`src/hdl/adp_pkg.sv`:
```
// ---------------------------------------------------------------------------
// adp_pkg
// Types, codes and constant tables shared by the archive directory parser.
// ---------------------------------------------------------------------------
package adp_pkg;

   localparam int POSITION_WIDTH = 32;
   localparam int SIG_LEN        = 28;
   localparam int SIG_DEPTH      = 32;
   localparam int CSR_IDX_WIDTH  = 4;
   localparam int CSR_DATA_WIDTH = 33;
   localparam int SIZE_WIDTH     = 33;
   localparam int LIMIT_WIDTH    = 20;
   localparam int WORD_WIDTH     = 32;
   localparam int COUNT_WIDTH    = 5;

   localparam logic [LIMIT_WIDTH-1:0] DEFAULT_ENTRY_LIMIT = 20'd100000;

   localparam logic [CSR_IDX_WIDTH-1:0] CSR_ARCHIVE_SIZE = 4'd0;
   localparam logic [CSR_IDX_WIDTH-1:0] CSR_ENTRY_LIMIT  = 4'd1;

   // 28-character archive signature, zero padded to a power of two
   localparam logic [7:0] SIG_TEXT [SIG_DEPTH] = '{
      8'h45, 8'h4C, 8'h45, 8'h43, 8'h54, 8'h52, 8'h4F, 8'h4E,
      8'h49, 8'h43, 8'h5F, 8'h41, 8'h52, 8'h54, 8'h53, 8'h5F,
      8'h41, 8'h52, 8'h43, 8'h48, 8'h49, 8'h56, 8'h45, 8'h5F,
      8'h46, 8'h49, 8'h4C, 8'h45, 8'h00, 8'h00, 8'h00, 8'h00
   };

   localparam logic [7:0] PKWA_TEXT [4] = '{8'h50, 8'h4B, 8'h57, 8'h41};
   localparam logic [7:0] NULL_TEXT [4] = '{8'h4E, 8'h55, 8'h4C, 8'h4C};

   typedef enum logic [2:0] {
      ST_OK        = 3'd0,
      ST_BAD_SIG   = 3'd1,
      ST_TRUNCATED = 3'd2,
      ST_TOO_MANY  = 3'd3,
      ST_BAD_METHOD = 3'd4,
      ST_SIZE_MISMATCH = 3'd5,
      ST_OVERLAP   = 3'd6,
      ST_PAST_END  = 3'd7
   } status_type;

   typedef enum logic [7:0] {
      PH_SIG    = 8'b0000_0001,
      PH_REC    = 8'b0000_0010,
      PH_NAME   = 8'b0000_0100,
      PH_LABEL  = 8'b0000_1000,
      PH_WORDS  = 8'b0001_0000,
      PH_METHOD = 8'b0010_0000,
      PH_TAIL   = 8'b0100_0000,
      PH_DONE   = 8'b1000_0000
   } phase_type;

   typedef struct packed {
      logic                  result_kind;
      status_type            status;
      logic [WORD_WIDTH-1:0] entry_flags;
      logic [WORD_WIDTH-1:0] unpacked_size;
      logic [WORD_WIDTH-1:0] mod_time;
      logic [WORD_WIDTH-1:0] packed_size;
      logic [WORD_WIDTH-1:0] blob_offset;
      logic                  is_stored;
      logic [WORD_WIDTH-1:0] name_position;
      logic [WORD_WIDTH-1:0] name_length;
      logic [WORD_WIDTH-1:0] label_length;
      logic [WORD_WIDTH-1:0] directory_end;
   } rsp_type;

   function automatic rsp_type final_result(status_type st, logic [WORD_WIDTH-1:0] dir_end);
      rsp_type r;
      r               = '0;
      r.result_kind   = 1'b1;
      r.status        = st;
      r.directory_end = dir_end;
      return r;
   endfunction

endpackage

```
`src/hdl/adp_channels.sv`:
```
// ---------------------------------------------------------------------------
// adp channel interfaces
// Valid/ready channels for archive bytes, parse results and register writes.
// ---------------------------------------------------------------------------
interface adp_req_if;
   logic       valid;
   logic       ready;
   logic [7:0] byte_value;
   logic       last_byte;

   modport source (output valid, output byte_value, output last_byte, input ready);
   modport sink   (input valid, input byte_value, input last_byte, output ready);
endinterface

interface adp_rsp_if;
   logic        valid;
   logic        ready;
   logic        result_kind;
   logic [2:0]  status;
   logic [31:0] entry_flags;
   logic [31:0] unpacked_size;
   logic [31:0] mod_time;
   logic [31:0] packed_size;
   logic [31:0] blob_offset;
   logic        is_stored;
   logic [31:0] name_position;
   logic [31:0] name_length;
   logic [31:0] label_length;
   logic [31:0] directory_end;

   modport source (output valid, output result_kind, output status, output entry_flags,
                   output unpacked_size, output mod_time, output packed_size,
                   output blob_offset, output is_stored, output name_position,
                   output name_length, output label_length, output directory_end,
                   input ready);
   modport sink   (input valid, input result_kind, input status, input entry_flags,
                   input unpacked_size, input mod_time, input packed_size,
                   input blob_offset, input is_stored, input name_position,
                   input name_length, input label_length, input directory_end,
                   output ready);
endinterface

interface adp_csr_if;
   logic                              valid;
   logic                              ready;
   logic [adp_pkg::CSR_IDX_WIDTH-1:0]  reg_index;
   logic [adp_pkg::CSR_DATA_WIDTH-1:0] wr_data;

   modport source (output valid, output reg_index, output wr_data, input ready);
   modport sink   (input valid, input reg_index, input wr_data, output ready);
endinterface

```
`src/hdl/archive_directory_parser_core.sv`:
```
// A result is registered into the two-entry result buffer when the byte that causes it is accepted.
// Throughput: one byte per cycle; the whole parse step sits between the state
// registers and a two-entry result buffer, so req stalls only when both entries are full.
// Reset (synchronous): parse state to the signature phase, archive_size to 0,
// entry_limit to 100000, result buffer emptied.
// ---------------------------------------------------------------------------
// archive_directory_parser_core
// Byte-serial parser of an archive directory: signature check, record
// decode with method, size, offset, overlap and entry-limit checks, final status.
// ---------------------------------------------------------------------------
module archive_directory_parser_core #(
   parameter int POSITION_WIDTH = adp_pkg::POSITION_WIDTH
) (
   input  logic           clock,
   input  logic           reset,
   adp_req_if.sink        req_bus,
   adp_rsp_if.source      rsp_bus,
   adp_csr_if.sink        csr_bus
);

   localparam int PW = POSITION_WIDTH;
   localparam int WW = adp_pkg::WORD_WIDTH;
   localparam int CW = adp_pkg::COUNT_WIDTH;

   // configuration
   logic [adp_pkg::SIZE_WIDTH-1:0]  archive_size_ff;
   logic [adp_pkg::LIMIT_WIDTH-1:0] entry_limit_ff;

   // parse state
   adp_pkg::phase_type phase_ff, phase_in;
   logic [PW-1:0]  byte_pos_ff, byte_pos_in;
   logic [CW-1:0]  field_cnt_ff, field_cnt_in;
   logic [WW-1:0]  flags_ff, flags_in;
   logic [WW-1:0]  unpacked_ff, unpacked_in;
   logic [WW-1:0]  time_ff, time_in;
   logic [WW-1:0]  packed_ff, packed_in;
   logic [WW-1:0]  offset_ff, offset_in;
   logic [1:0]     method_ff, method_in;   // bit 0 PKWA, bit 1 NULL
   logic [adp_pkg::LIMIT_WIDTH-1:0] entry_cnt_ff, entry_cnt_in;
   logic [WW-1:0]  min_off_ff, min_off_in;
   logic [PW-1:0]  name_start_ff, name_start_in;
   logic [WW-1:0]  name_cnt_ff, name_cnt_in;
   logic [WW-1:0]  label_cnt_ff, label_cnt_in;

   // result buffer
   adp_pkg::rsp_type head_ff, head_in, skid_ff, skid_in;
   logic head_valid_ff, head_valid_in, skid_valid_ff, skid_valid_in;

   adp_pkg::rsp_type res;
   logic             emit;
   logic             accept;
   logic             pop;
   logic [7:0]       b;
   logic [WW-1:0]    part;
   logic [WW-1:0]    offset_full;
   logic [PW-1:0]    pos_next;
   logic [WW-1:0]    dir_end;
   logic [adp_pkg::SIZE_WIDTH-1:0] blob_end;

   assign req_bus.ready = !skid_valid_ff;
   assign accept        = req_bus.valid && req_bus.ready;
   assign pop           = head_valid_ff && rsp_bus.ready;
   assign csr_bus.ready = 1'b1;

   assign b           = req_bus.byte_value;
   assign part        = WW'(b) << {field_cnt_ff[1:0], 3'b000};
   assign offset_full = offset_ff | part;
   assign pos_next    = byte_pos_ff + PW'(1);
   assign dir_end     = WW'(pos_next);
   assign blob_end    = {1'b0, offset_full} + {1'b0, packed_ff};

   always_comb begin
      phase_in      = phase_ff;
      byte_pos_in   = byte_pos_ff;
      field_cnt_in  = field_cnt_ff;
      flags_in      = flags_ff;
      unpacked_in   = unpacked_ff;
      time_in       = time_ff;
      packed_in     = packed_ff;
      offset_in     = offset_ff;
      method_in     = method_ff;
      entry_cnt_in  = entry_cnt_ff;
      min_off_in    = min_off_ff;
      name_start_in = name_start_ff;
      name_cnt_in   = name_cnt_ff;
      label_cnt_in  = label_cnt_ff;
      emit          = 1'b0;
      res           = '0;

      if (phase_ff != adp_pkg::PH_DONE) begin
         byte_pos_in = pos_next;
      end

      unique case (phase_ff)
         adp_pkg::PH_SIG: begin
            if (field_cnt_ff < CW'(adp_pkg::SIG_LEN)) begin
               if (b != adp_pkg::SIG_TEXT[field_cnt_ff]) begin
                  emit     = 1'b1;
                  res      = adp_pkg::final_result(adp_pkg::ST_BAD_SIG, '0);
                  phase_in = adp_pkg::PH_DONE;
               end else begin
                  field_cnt_in = field_cnt_ff + CW'(1);
               end
            end else if (b != 8'h00) begin
               emit     = 1'b1;
               res      = adp_pkg::final_result(adp_pkg::ST_BAD_SIG, '0);
               phase_in = adp_pkg::PH_DONE;
            end else begin
               phase_in     = adp_pkg::PH_REC;
               field_cnt_in = '0;
            end
         end
         adp_pkg::PH_REC: begin
            if (b == 8'h00) begin
               emit     = 1'b1;
               phase_in = adp_pkg::PH_DONE;
               if (min_off_ff < dir_end) begin
                  res = adp_pkg::final_result(adp_pkg::ST_OVERLAP, '0);
               end else begin
                  res = adp_pkg::final_result(adp_pkg::ST_OK, dir_end);
               end
            end else if (entry_cnt_ff >= entry_limit_ff) begin
               emit     = 1'b1;
               res      = adp_pkg::final_result(adp_pkg::ST_TOO_MANY, '0);
               phase_in = adp_pkg::PH_DONE;
            end else begin
               name_start_in = byte_pos_ff;
               name_cnt_in   = WW'(1);
               phase_in      = adp_pkg::PH_NAME;
            end
         end
         adp_pkg::PH_NAME: begin
            if (b == 8'h00) begin
               label_cnt_in = '0;
               phase_in     = adp_pkg::PH_LABEL;
            end else begin
               name_cnt_in = name_cnt_ff + WW'(1);
            end
         end
         adp_pkg::PH_LABEL: begin
            if (b == 8'h00) begin
               field_cnt_in = '0;
               flags_in     = '0;
               unpacked_in  = '0;
               time_in      = '0;
               phase_in     = adp_pkg::PH_WORDS;
            end else begin
               label_cnt_in = label_cnt_ff + WW'(1);
            end
         end
         adp_pkg::PH_WORDS: begin
            if (field_cnt_ff < CW'(4)) begin
               flags_in = flags_ff | part;
            end else if (field_cnt_ff < CW'(8)) begin
               unpacked_in = unpacked_ff | part;
            end else begin
               time_in = time_ff | part;
            end
            if (field_cnt_ff >= CW'(11)) begin
               field_cnt_in = '0;
               method_in    = 2'b11;
               phase_in     = adp_pkg::PH_METHOD;
            end else begin
               field_cnt_in = field_cnt_ff + CW'(1);
            end
         end
         adp_pkg::PH_METHOD: begin
            if (b == 8'h00) begin
               if (field_cnt_ff != CW'(4)) begin
                  method_in = 2'b00;
               end
               field_cnt_in = '0;
               packed_in    = '0;
               offset_in    = '0;
               phase_in     = adp_pkg::PH_TAIL;
            end else begin
               if (field_cnt_ff < CW'(4)) begin
                  method_in[0] = method_ff[0] && (b == adp_pkg::PKWA_TEXT[field_cnt_ff[1:0]]);
                  method_in[1] = method_ff[1] && (b == adp_pkg::NULL_TEXT[field_cnt_ff[1:0]]);
               end else begin
                  method_in = 2'b00;
               end
               if (field_cnt_ff != '1) begin
                  field_cnt_in = field_cnt_ff + CW'(1);
               end
            end
         end
         adp_pkg::PH_TAIL: begin
            if (field_cnt_ff < CW'(4)) begin
               packed_in = packed_ff | part;
            end else begin
               offset_in = offset_full;
            end
            if (field_cnt_ff >= CW'(7)) begin
               field_cnt_in = '0;
               emit         = 1'b1;
               priority if (method_ff == 2'b00) begin
                  res      = adp_pkg::final_result(adp_pkg::ST_BAD_METHOD, '0);
                  phase_in = adp_pkg::PH_DONE;
               end else if (method_ff[1] && (packed_ff != unpacked_ff)) begin
                  res      = adp_pkg::final_result(adp_pkg::ST_SIZE_MISMATCH, '0);
                  phase_in = adp_pkg::PH_DONE;
               end else if (blob_end > archive_size_ff) begin
                  res      = adp_pkg::final_result(adp_pkg::ST_PAST_END, '0);
                  phase_in = adp_pkg::PH_DONE;
               end else begin
                  res.result_kind   = 1'b0;
                  res.status        = adp_pkg::ST_OK;
                  res.entry_flags   = flags_ff;
                  res.unpacked_size = unpacked_ff;
                  res.mod_time      = time_ff;
                  res.packed_size   = packed_ff;
                  res.blob_offset   = offset_full;
                  res.is_stored     = method_ff[1];
                  res.name_position = WW'(name_start_ff);
                  res.name_length   = name_cnt_ff;
                  res.label_length  = label_cnt_ff;
                  res.directory_end = '0;
                  if (offset_full < min_off_ff) begin
                     min_off_in = offset_full;
                  end
                  entry_cnt_in = entry_cnt_ff + adp_pkg::LIMIT_WIDTH'(1);
                  phase_in     = adp_pkg::PH_REC;
               end
            end else begin
               field_cnt_in = field_cnt_ff + CW'(1);
            end
         end
         default: begin
         end
      endcase

      // end of buffer: truncation if still parsing, then back to reset state
      if (req_bus.last_byte) begin
         if (phase_in != adp_pkg::PH_DONE) begin
            emit = 1'b1;
            res  = adp_pkg::final_result(adp_pkg::ST_TRUNCATED, '0);
         end
         phase_in      = adp_pkg::PH_SIG;
         byte_pos_in   = '0;
         field_cnt_in  = '0;
         flags_in      = '0;
         unpacked_in   = '0;
         time_in       = '0;
         packed_in     = '0;
         offset_in     = '0;
         method_in     = '0;
         entry_cnt_in  = '0;
         min_off_in    = '1;
         name_start_in = '0;
         name_cnt_in   = '0;
         label_cnt_in  = '0;
      end
   end

   always_comb begin
      head_in       = head_ff;
      skid_in       = skid_ff;
      head_valid_in = head_valid_ff;
      skid_valid_in = skid_valid_ff;
      if (skid_valid_ff) begin
         if (pop) begin
            head_in       = skid_ff;
            skid_valid_in = 1'b0;
         end
      end else if (accept && emit) begin
         if (!head_valid_ff || pop) begin
            head_in       = res;
            head_valid_in = 1'b1;
         end else begin
            skid_in       = res;
            skid_valid_in = 1'b1;
         end
      end else if (pop) begin
         head_valid_in = 1'b0;
      end
   end

   always_ff @(posedge clock) begin
      if (reset) begin
         archive_size_ff <= '0;
         entry_limit_ff  <= adp_pkg::DEFAULT_ENTRY_LIMIT;
      end else if (csr_bus.valid) begin
         unique case (csr_bus.reg_index)
            adp_pkg::CSR_ARCHIVE_SIZE: archive_size_ff <= csr_bus.wr_data;
            adp_pkg::CSR_ENTRY_LIMIT:
               entry_limit_ff <= csr_bus.wr_data[adp_pkg::LIMIT_WIDTH-1:0];
            default: begin
            end
         endcase
      end
   end

   always_ff @(posedge clock) begin
      if (reset) begin
         phase_ff      <= adp_pkg::PH_SIG;
         byte_pos_ff   <= '0;
         field_cnt_ff  <= '0;
         flags_ff      <= '0;
         unpacked_ff   <= '0;
         time_ff       <= '0;
         packed_ff     <= '0;
         offset_ff     <= '0;
         method_ff     <= '0;
         entry_cnt_ff  <= '0;
         min_off_ff    <= '1;
         name_start_ff <= '0;
         name_cnt_ff   <= '0;
         label_cnt_ff  <= '0;
      end else if (accept) begin
         phase_ff      <= phase_in;
         byte_pos_ff   <= byte_pos_in;
         field_cnt_ff  <= field_cnt_in;
         flags_ff      <= flags_in;
         unpacked_ff   <= unpacked_in;
         time_ff       <= time_in;
         packed_ff     <= packed_in;
         offset_ff     <= offset_in;
         method_ff     <= method_in;
         entry_cnt_ff  <= entry_cnt_in;
         min_off_ff    <= min_off_in;
         name_start_ff <= name_start_in;
         name_cnt_ff   <= name_cnt_in;
         label_cnt_ff  <= label_cnt_in;
      end
   end

   always_ff @(posedge clock) begin
      if (reset) begin
         head_valid_ff <= 1'b0;
         skid_valid_ff <= 1'b0;
      end else begin
         head_valid_ff <= head_valid_in;
         skid_valid_ff <= skid_valid_in;
      end
   end

   always_ff @(posedge clock) begin
      head_ff <= head_in;
      skid_ff <= skid_in;
   end

   assign rsp_bus.valid         = head_valid_ff;
   assign rsp_bus.result_kind   = head_ff.result_kind;
   assign rsp_bus.status        = head_ff.status;
   assign rsp_bus.entry_flags   = head_ff.entry_flags;
   assign rsp_bus.unpacked_size = head_ff.unpacked_size;
   assign rsp_bus.mod_time      = head_ff.mod_time;
   assign rsp_bus.packed_size   = head_ff.packed_size;
   assign rsp_bus.blob_offset   = head_ff.blob_offset;
   assign rsp_bus.is_stored     = head_ff.is_stored;
   assign rsp_bus.name_position = head_ff.name_position;
   assign rsp_bus.name_length   = head_ff.name_length;
   assign rsp_bus.label_length  = head_ff.label_length;
   assign rsp_bus.directory_end = head_ff.directory_end;

endmodule

```
`src/flat_wrapper.sv`:
```
// flat-port wrapper written by rule: the top's interface ports become plain ports
module archive_directory_parser_core_flat 
#(
   parameter int POSITION_WIDTH = adp_pkg::POSITION_WIDTH
)
  (clock, reset, req_bus_valid, req_bus_byte_value, req_bus_last_byte, req_bus_ready, rsp_bus_valid, rsp_bus_result_kind, rsp_bus_status, rsp_bus_entry_flags, rsp_bus_unpacked_size, rsp_bus_mod_time, rsp_bus_packed_size, rsp_bus_blob_offset, rsp_bus_is_stored, rsp_bus_name_position, rsp_bus_name_length, rsp_bus_label_length, rsp_bus_directory_end, rsp_bus_ready, csr_bus_valid, csr_bus_reg_index, csr_bus_wr_data, csr_bus_ready);
  adp_req_if req_bus_i ();
  adp_rsp_if rsp_bus_i ();
  adp_csr_if csr_bus_i ();
  input  logic clock;
  input  logic reset;
  input wire logic [$bits(req_bus_i.valid)-1:0] req_bus_valid;
  input wire logic [$bits(req_bus_i.byte_value)-1:0] req_bus_byte_value;
  input wire logic [$bits(req_bus_i.last_byte)-1:0] req_bus_last_byte;
  output wire logic [$bits(req_bus_i.ready)-1:0] req_bus_ready;
  output wire logic [$bits(rsp_bus_i.valid)-1:0] rsp_bus_valid;
  output wire logic [$bits(rsp_bus_i.result_kind)-1:0] rsp_bus_result_kind;
  output wire logic [$bits(rsp_bus_i.status)-1:0] rsp_bus_status;
  output wire logic [$bits(rsp_bus_i.entry_flags)-1:0] rsp_bus_entry_flags;
  output wire logic [$bits(rsp_bus_i.unpacked_size)-1:0] rsp_bus_unpacked_size;
  output wire logic [$bits(rsp_bus_i.mod_time)-1:0] rsp_bus_mod_time;
  output wire logic [$bits(rsp_bus_i.packed_size)-1:0] rsp_bus_packed_size;
  output wire logic [$bits(rsp_bus_i.blob_offset)-1:0] rsp_bus_blob_offset;
  output wire logic [$bits(rsp_bus_i.is_stored)-1:0] rsp_bus_is_stored;
  output wire logic [$bits(rsp_bus_i.name_position)-1:0] rsp_bus_name_position;
  output wire logic [$bits(rsp_bus_i.name_length)-1:0] rsp_bus_name_length;
  output wire logic [$bits(rsp_bus_i.label_length)-1:0] rsp_bus_label_length;
  output wire logic [$bits(rsp_bus_i.directory_end)-1:0] rsp_bus_directory_end;
  input wire logic [$bits(rsp_bus_i.ready)-1:0] rsp_bus_ready;
  input wire logic [$bits(csr_bus_i.valid)-1:0] csr_bus_valid;
  input wire logic [$bits(csr_bus_i.reg_index)-1:0] csr_bus_reg_index;
  input wire logic [$bits(csr_bus_i.wr_data)-1:0] csr_bus_wr_data;
  output wire logic [$bits(csr_bus_i.ready)-1:0] csr_bus_ready;
  assign req_bus_i.valid = req_bus_valid;
  assign req_bus_i.byte_value = req_bus_byte_value;
  assign req_bus_i.last_byte = req_bus_last_byte;
  assign req_bus_ready = req_bus_i.ready;
  assign rsp_bus_valid = rsp_bus_i.valid;
  assign rsp_bus_result_kind = rsp_bus_i.result_kind;
  assign rsp_bus_status = rsp_bus_i.status;
  assign rsp_bus_entry_flags = rsp_bus_i.entry_flags;
  assign rsp_bus_unpacked_size = rsp_bus_i.unpacked_size;
  assign rsp_bus_mod_time = rsp_bus_i.mod_time;
  assign rsp_bus_packed_size = rsp_bus_i.packed_size;
  assign rsp_bus_blob_offset = rsp_bus_i.blob_offset;
  assign rsp_bus_is_stored = rsp_bus_i.is_stored;
  assign rsp_bus_name_position = rsp_bus_i.name_position;
  assign rsp_bus_name_length = rsp_bus_i.name_length;
  assign rsp_bus_label_length = rsp_bus_i.label_length;
  assign rsp_bus_directory_end = rsp_bus_i.directory_end;
  assign rsp_bus_i.ready = rsp_bus_ready;
  assign csr_bus_i.valid = csr_bus_valid;
  assign csr_bus_i.reg_index = csr_bus_reg_index;
  assign csr_bus_i.wr_data = csr_bus_wr_data;
  assign csr_bus_ready = csr_bus_i.ready;
  archive_directory_parser_core #(.POSITION_WIDTH(POSITION_WIDTH)) u_core (.clock(clock), .reset(reset), .req_bus(req_bus_i), .rsp_bus(rsp_bus_i), .csr_bus(csr_bus_i));
endmodule
```
`config.mk`:
```
export PLATFORM = sky130hd
export DESIGN_NAME = archive_directory_parser_core_flat
export DESIGN_NICKNAME = d
export VERILOG_FILES = /design/src/hdl/adp_pkg.sv /design/src/hdl/adp_channels.sv /design/src/hdl/archive_directory_parser_core.sv /design/src/flat_wrapper.sv
export SDC_FILE = /design/constraint.sdc
export NUM_CORES = 2
export LEC_CHECK = 0
export ABC_AREA = 1
export BUFFER_PORTS_ARGS = -buffer_cell sky130_fd_sc_hd__buf_2
export CORE_MARGIN = 2
export CORE_UTILIZATION = 27
export DETAILED_ROUTE_END_ITERATION = 12
export PLACE_DENSITY = 0.48
export SLEW_MARGIN = 10
export SYNTH_ARGS = -nofsm -noshare
export SYNTH_HDL_FRONTEND = slang
export SYNTH_SLANG_ARGS = --single-unit
```
`constraint.sdc`:
```
create_clock -name clock -period 21.2 [get_ports clock]
set_input_delay 2.12 -clock clock [delete_from_list [all_inputs] [get_ports clock]]
set_output_delay 2.12 -clock clock [all_outputs]
set_load 0.02 [all_outputs]
```
==> results.yml <==
floorplanning:
  die_y_um: 424
  rows: 154
  boundaryPins: 347
  start_util: 0.271
  fp.dieW_um: 424
  die-area_sq_um: 180000
  fp.coreArea_sq_um: 176000
synth:
  yosysMostFrequentCell: "a21oi_1"
  synth_edf_count: 586
  synth_commonest_cells: "a21oi_1, nor2_1, nand2_1, inv_1, edfxtp_1"
  ys_types: 53
  async_reset_ff_frac: 0
  netlist.top_cell.by_area: "edfxtp_1"
  syn_nets: 5534
  ys_ff_latch: 996
  syn_area_sq_um: 47600
  synthCells: 5325
  yosys_warnings: 0
  ys_seq_area_frac: 0.542
  synth.avg_cell_area_sq_um: 8.94
  synth_top_area_share: 0.370
  synth_ff_type: "edfxtp_1"
  synth.area.top_cells: "edfxtp_1, dfxtp_1, a21oi_1, nor2_1, nand2_1"
sta:
  hold_ws_ps: 463
  setup_tns_ps: 0
  relSlewSlack: 0.209
  finalHoldViolations: 0
  setup_viol: 0
  fmax_ghz: 0.0930
  finalCritPeriodShare: 0.507
  min_period_ps: 10750
  worstMarginPinSlew_ps: 1180
  clock_skew_ps: 64.1
  slew_violations: 0
  grt_setup_unrepaired: "no"
setup_path:
  crit_fanout: 39
  cp-end-kind: "register"
  critPathSlowestCell: "buf_4"
  crit_arrival_ps: 11240
  critPathRequiredTime_ps: 21700
  start_kind: "primary input"
  cpMostUsedCell: "nand2_1"
  crit_type: "in2reg"
  regToRegSetupSlack_ps: 10990
  crit_path_max_incr_delay_ps: 940
min_path:
  hp-class: "reg2reg"
routing:
  drt-total-wl_mm: 161
  drtIter0Drc: 2966
  drtPass1Iterations: 6
  vias: 37500
  drt-wirelength-per-cell_um: 20.0
  ant_nets: 0
  routed_via_density: 4.66
  drc: 0
pwr:
  power_density_nw_per_um2: 103
  irDropWorstVdd_uv: 67.1
  swShare: 0.329
  power.internal_uw: 3850
  netSwitchingPower_uw: 1890
  p_leak_uw: 0.0213
  comb_power_share: 0.206
  p_clk_frac: 0.376
  pwr-share-seq: 0.418
cts:
  cts_tree: "done"
  cts_resized: 0
  root_buffer: "clkbuf_16"
  clk_latency_ps: 790
  hold_buffers: 0
  cts_setup_buffers: 0
  cts_buffers: 118
  htree_num_levels: 3
  cts_buffer_depth: 3
  cts_sinks: 996
  clk_pin_slew_ps: 60
global_route:
  grt_pass1_vias: 35600
  grt_overflow_total: 0
  grt_usage: 0.175
  grt_max_degree: 215
  antenna_found_initial: 11
  grt_pass1_wl_mm: 237
place:
  portBuffers: 345
  dp_hpwl_mm: 112
  gp_congestion: 0.897
final_layout:
  largest_register_ffs: 293
  layout-drive-gt1-share: 0.150
  top_register: "u_core.skid_ff"
  top_regs: "u_core.skid_ff (293), u_core.archive_size_ff (33)"
  multiInputGateArea_sq_um: 18100
  fillerInstances: 18500
  seqCellArea_sq_um: 25800
  syn2layout_area_growth_pct: 17.2
  final_nets: 5807
status:
  status: "finished clean"
flow_run:
  drv_cap: 0
## power by group through the flow
stage / logic, uW / registers [uW] / clock network, uW
floorplan: 549 / 2650 / 0
global placement: 1200 / 2440 / 0
detailed placement: 1200 / 2440 / 0
CTS: 1200 / 2410 / 2220
global route: 1290 / 2420 / 2290
finish: 1180 / 2400 / 2160
## placed cells by master, fill, tap and decap left out, types with 4 or more instances in the layout
cell	n
a211oi_1	24
a21o_1	5
a21oi_1	764
a31oi_1	8
buf_2	344
buf_4	79
bufinv_16	14
clkbuf_1	21
clkbuf_16	122
clkbuf_8	8
clkinv_1	14
clkinv_16	4
clkinv_2	25
clkinv_4	5
clkinvlp_4	8
dfxtp_1	410
diode_2	5
edfxtp_1	586
ha_1	157
inv_1	652
inv_2	5
inv_4	4
nand2_1	658
nand3_1	350
nand4_1	105
nor2_1	678
nor2_2	96
nor2_4	112
nor3_1	110
nor4_1	25
o21a_1	15
o21ai_0	166
o21ai_1	4
o21bai_1	7
xnor2_1	13
xor2_1	49
## through the flow
stage,total power (uW),instance area [sq um],worst slack (ps),utilization,cells
final,5750,55800,10450,0.318,8049
after global routing,6000,55800,9620,0.318,8044
after CTS,5830,55800,10490,0.318,8044
after detailed placement,3640,51600,9670,0.294,7818
after global placement,3640,51600,9810,0.294,7818
after floorplan,3200,47600,5670,-,5325
## layout make-up
cell class / instances / share of cell area
timing repair buffer: 424 / 0.0418
clock buffer: 154 / 0.0585
multi-input combinational: 3392 / 0.324
clock inverter: 72 / 0.0159
inverter: 666 / 0.0451
tap: 2340 / 0.0525
sequential: 996 / 0.462
antenna: 5 / 0.000224
## critical path, delay by kind of cell
family          cells  cell delay, ps
compound gates      9            1930
simple gates       20            3550
fa+ha+maj           2             470
buf+inv             6            3040
## kinds of logic (layout without fill, tap and decap cells)
kind of cell	Yosys count	count (layout)	share of synthesized area
buf+inv	937	1316	0.0812
xor+xnor	62	62	0.0114
compound gates	1022	1022	0.112
fa+ha+maj	158	158	0.0417
other cells	1	6	0.0000788
flops	996	996	0.542
simple gates	2149	2149	0.212
## path summary, 6_finish.rpt
kind | from | end | cells after the start
min | u_core.entry_limit_ff[8]$_SDFFE_PP0P_ | u_core.entry_limit_ff[8]$_SDFFE_PP0P_ | 2
max reg2reg | u_core.field_cnt_ff[0]$_SDFFE_PP0P_ | u_core.skid_ff[180]$_DFFE_PP_ | 34
max | req_bus_byte_value[1] | u_core.skid_ff[180]$_DFFE_PP_ | 37
min reg2reg | u_core.entry_limit_ff[8]$_SDFFE_PP0P_ | u_core.entry_limit_ff[8]$_SDFFE_PP0P_ | 2
## routing by layer
metal	share of wire	vias to the layer above	GRT usage
li1	-	18400	-
met1	0.45	18000	0.234
met2	0.47	862	0.289
met3	0.043	201	0.0247
met4	0.032	2	0.0560
met5	0.000081	-	0
(Power assumes the default switching activity.)
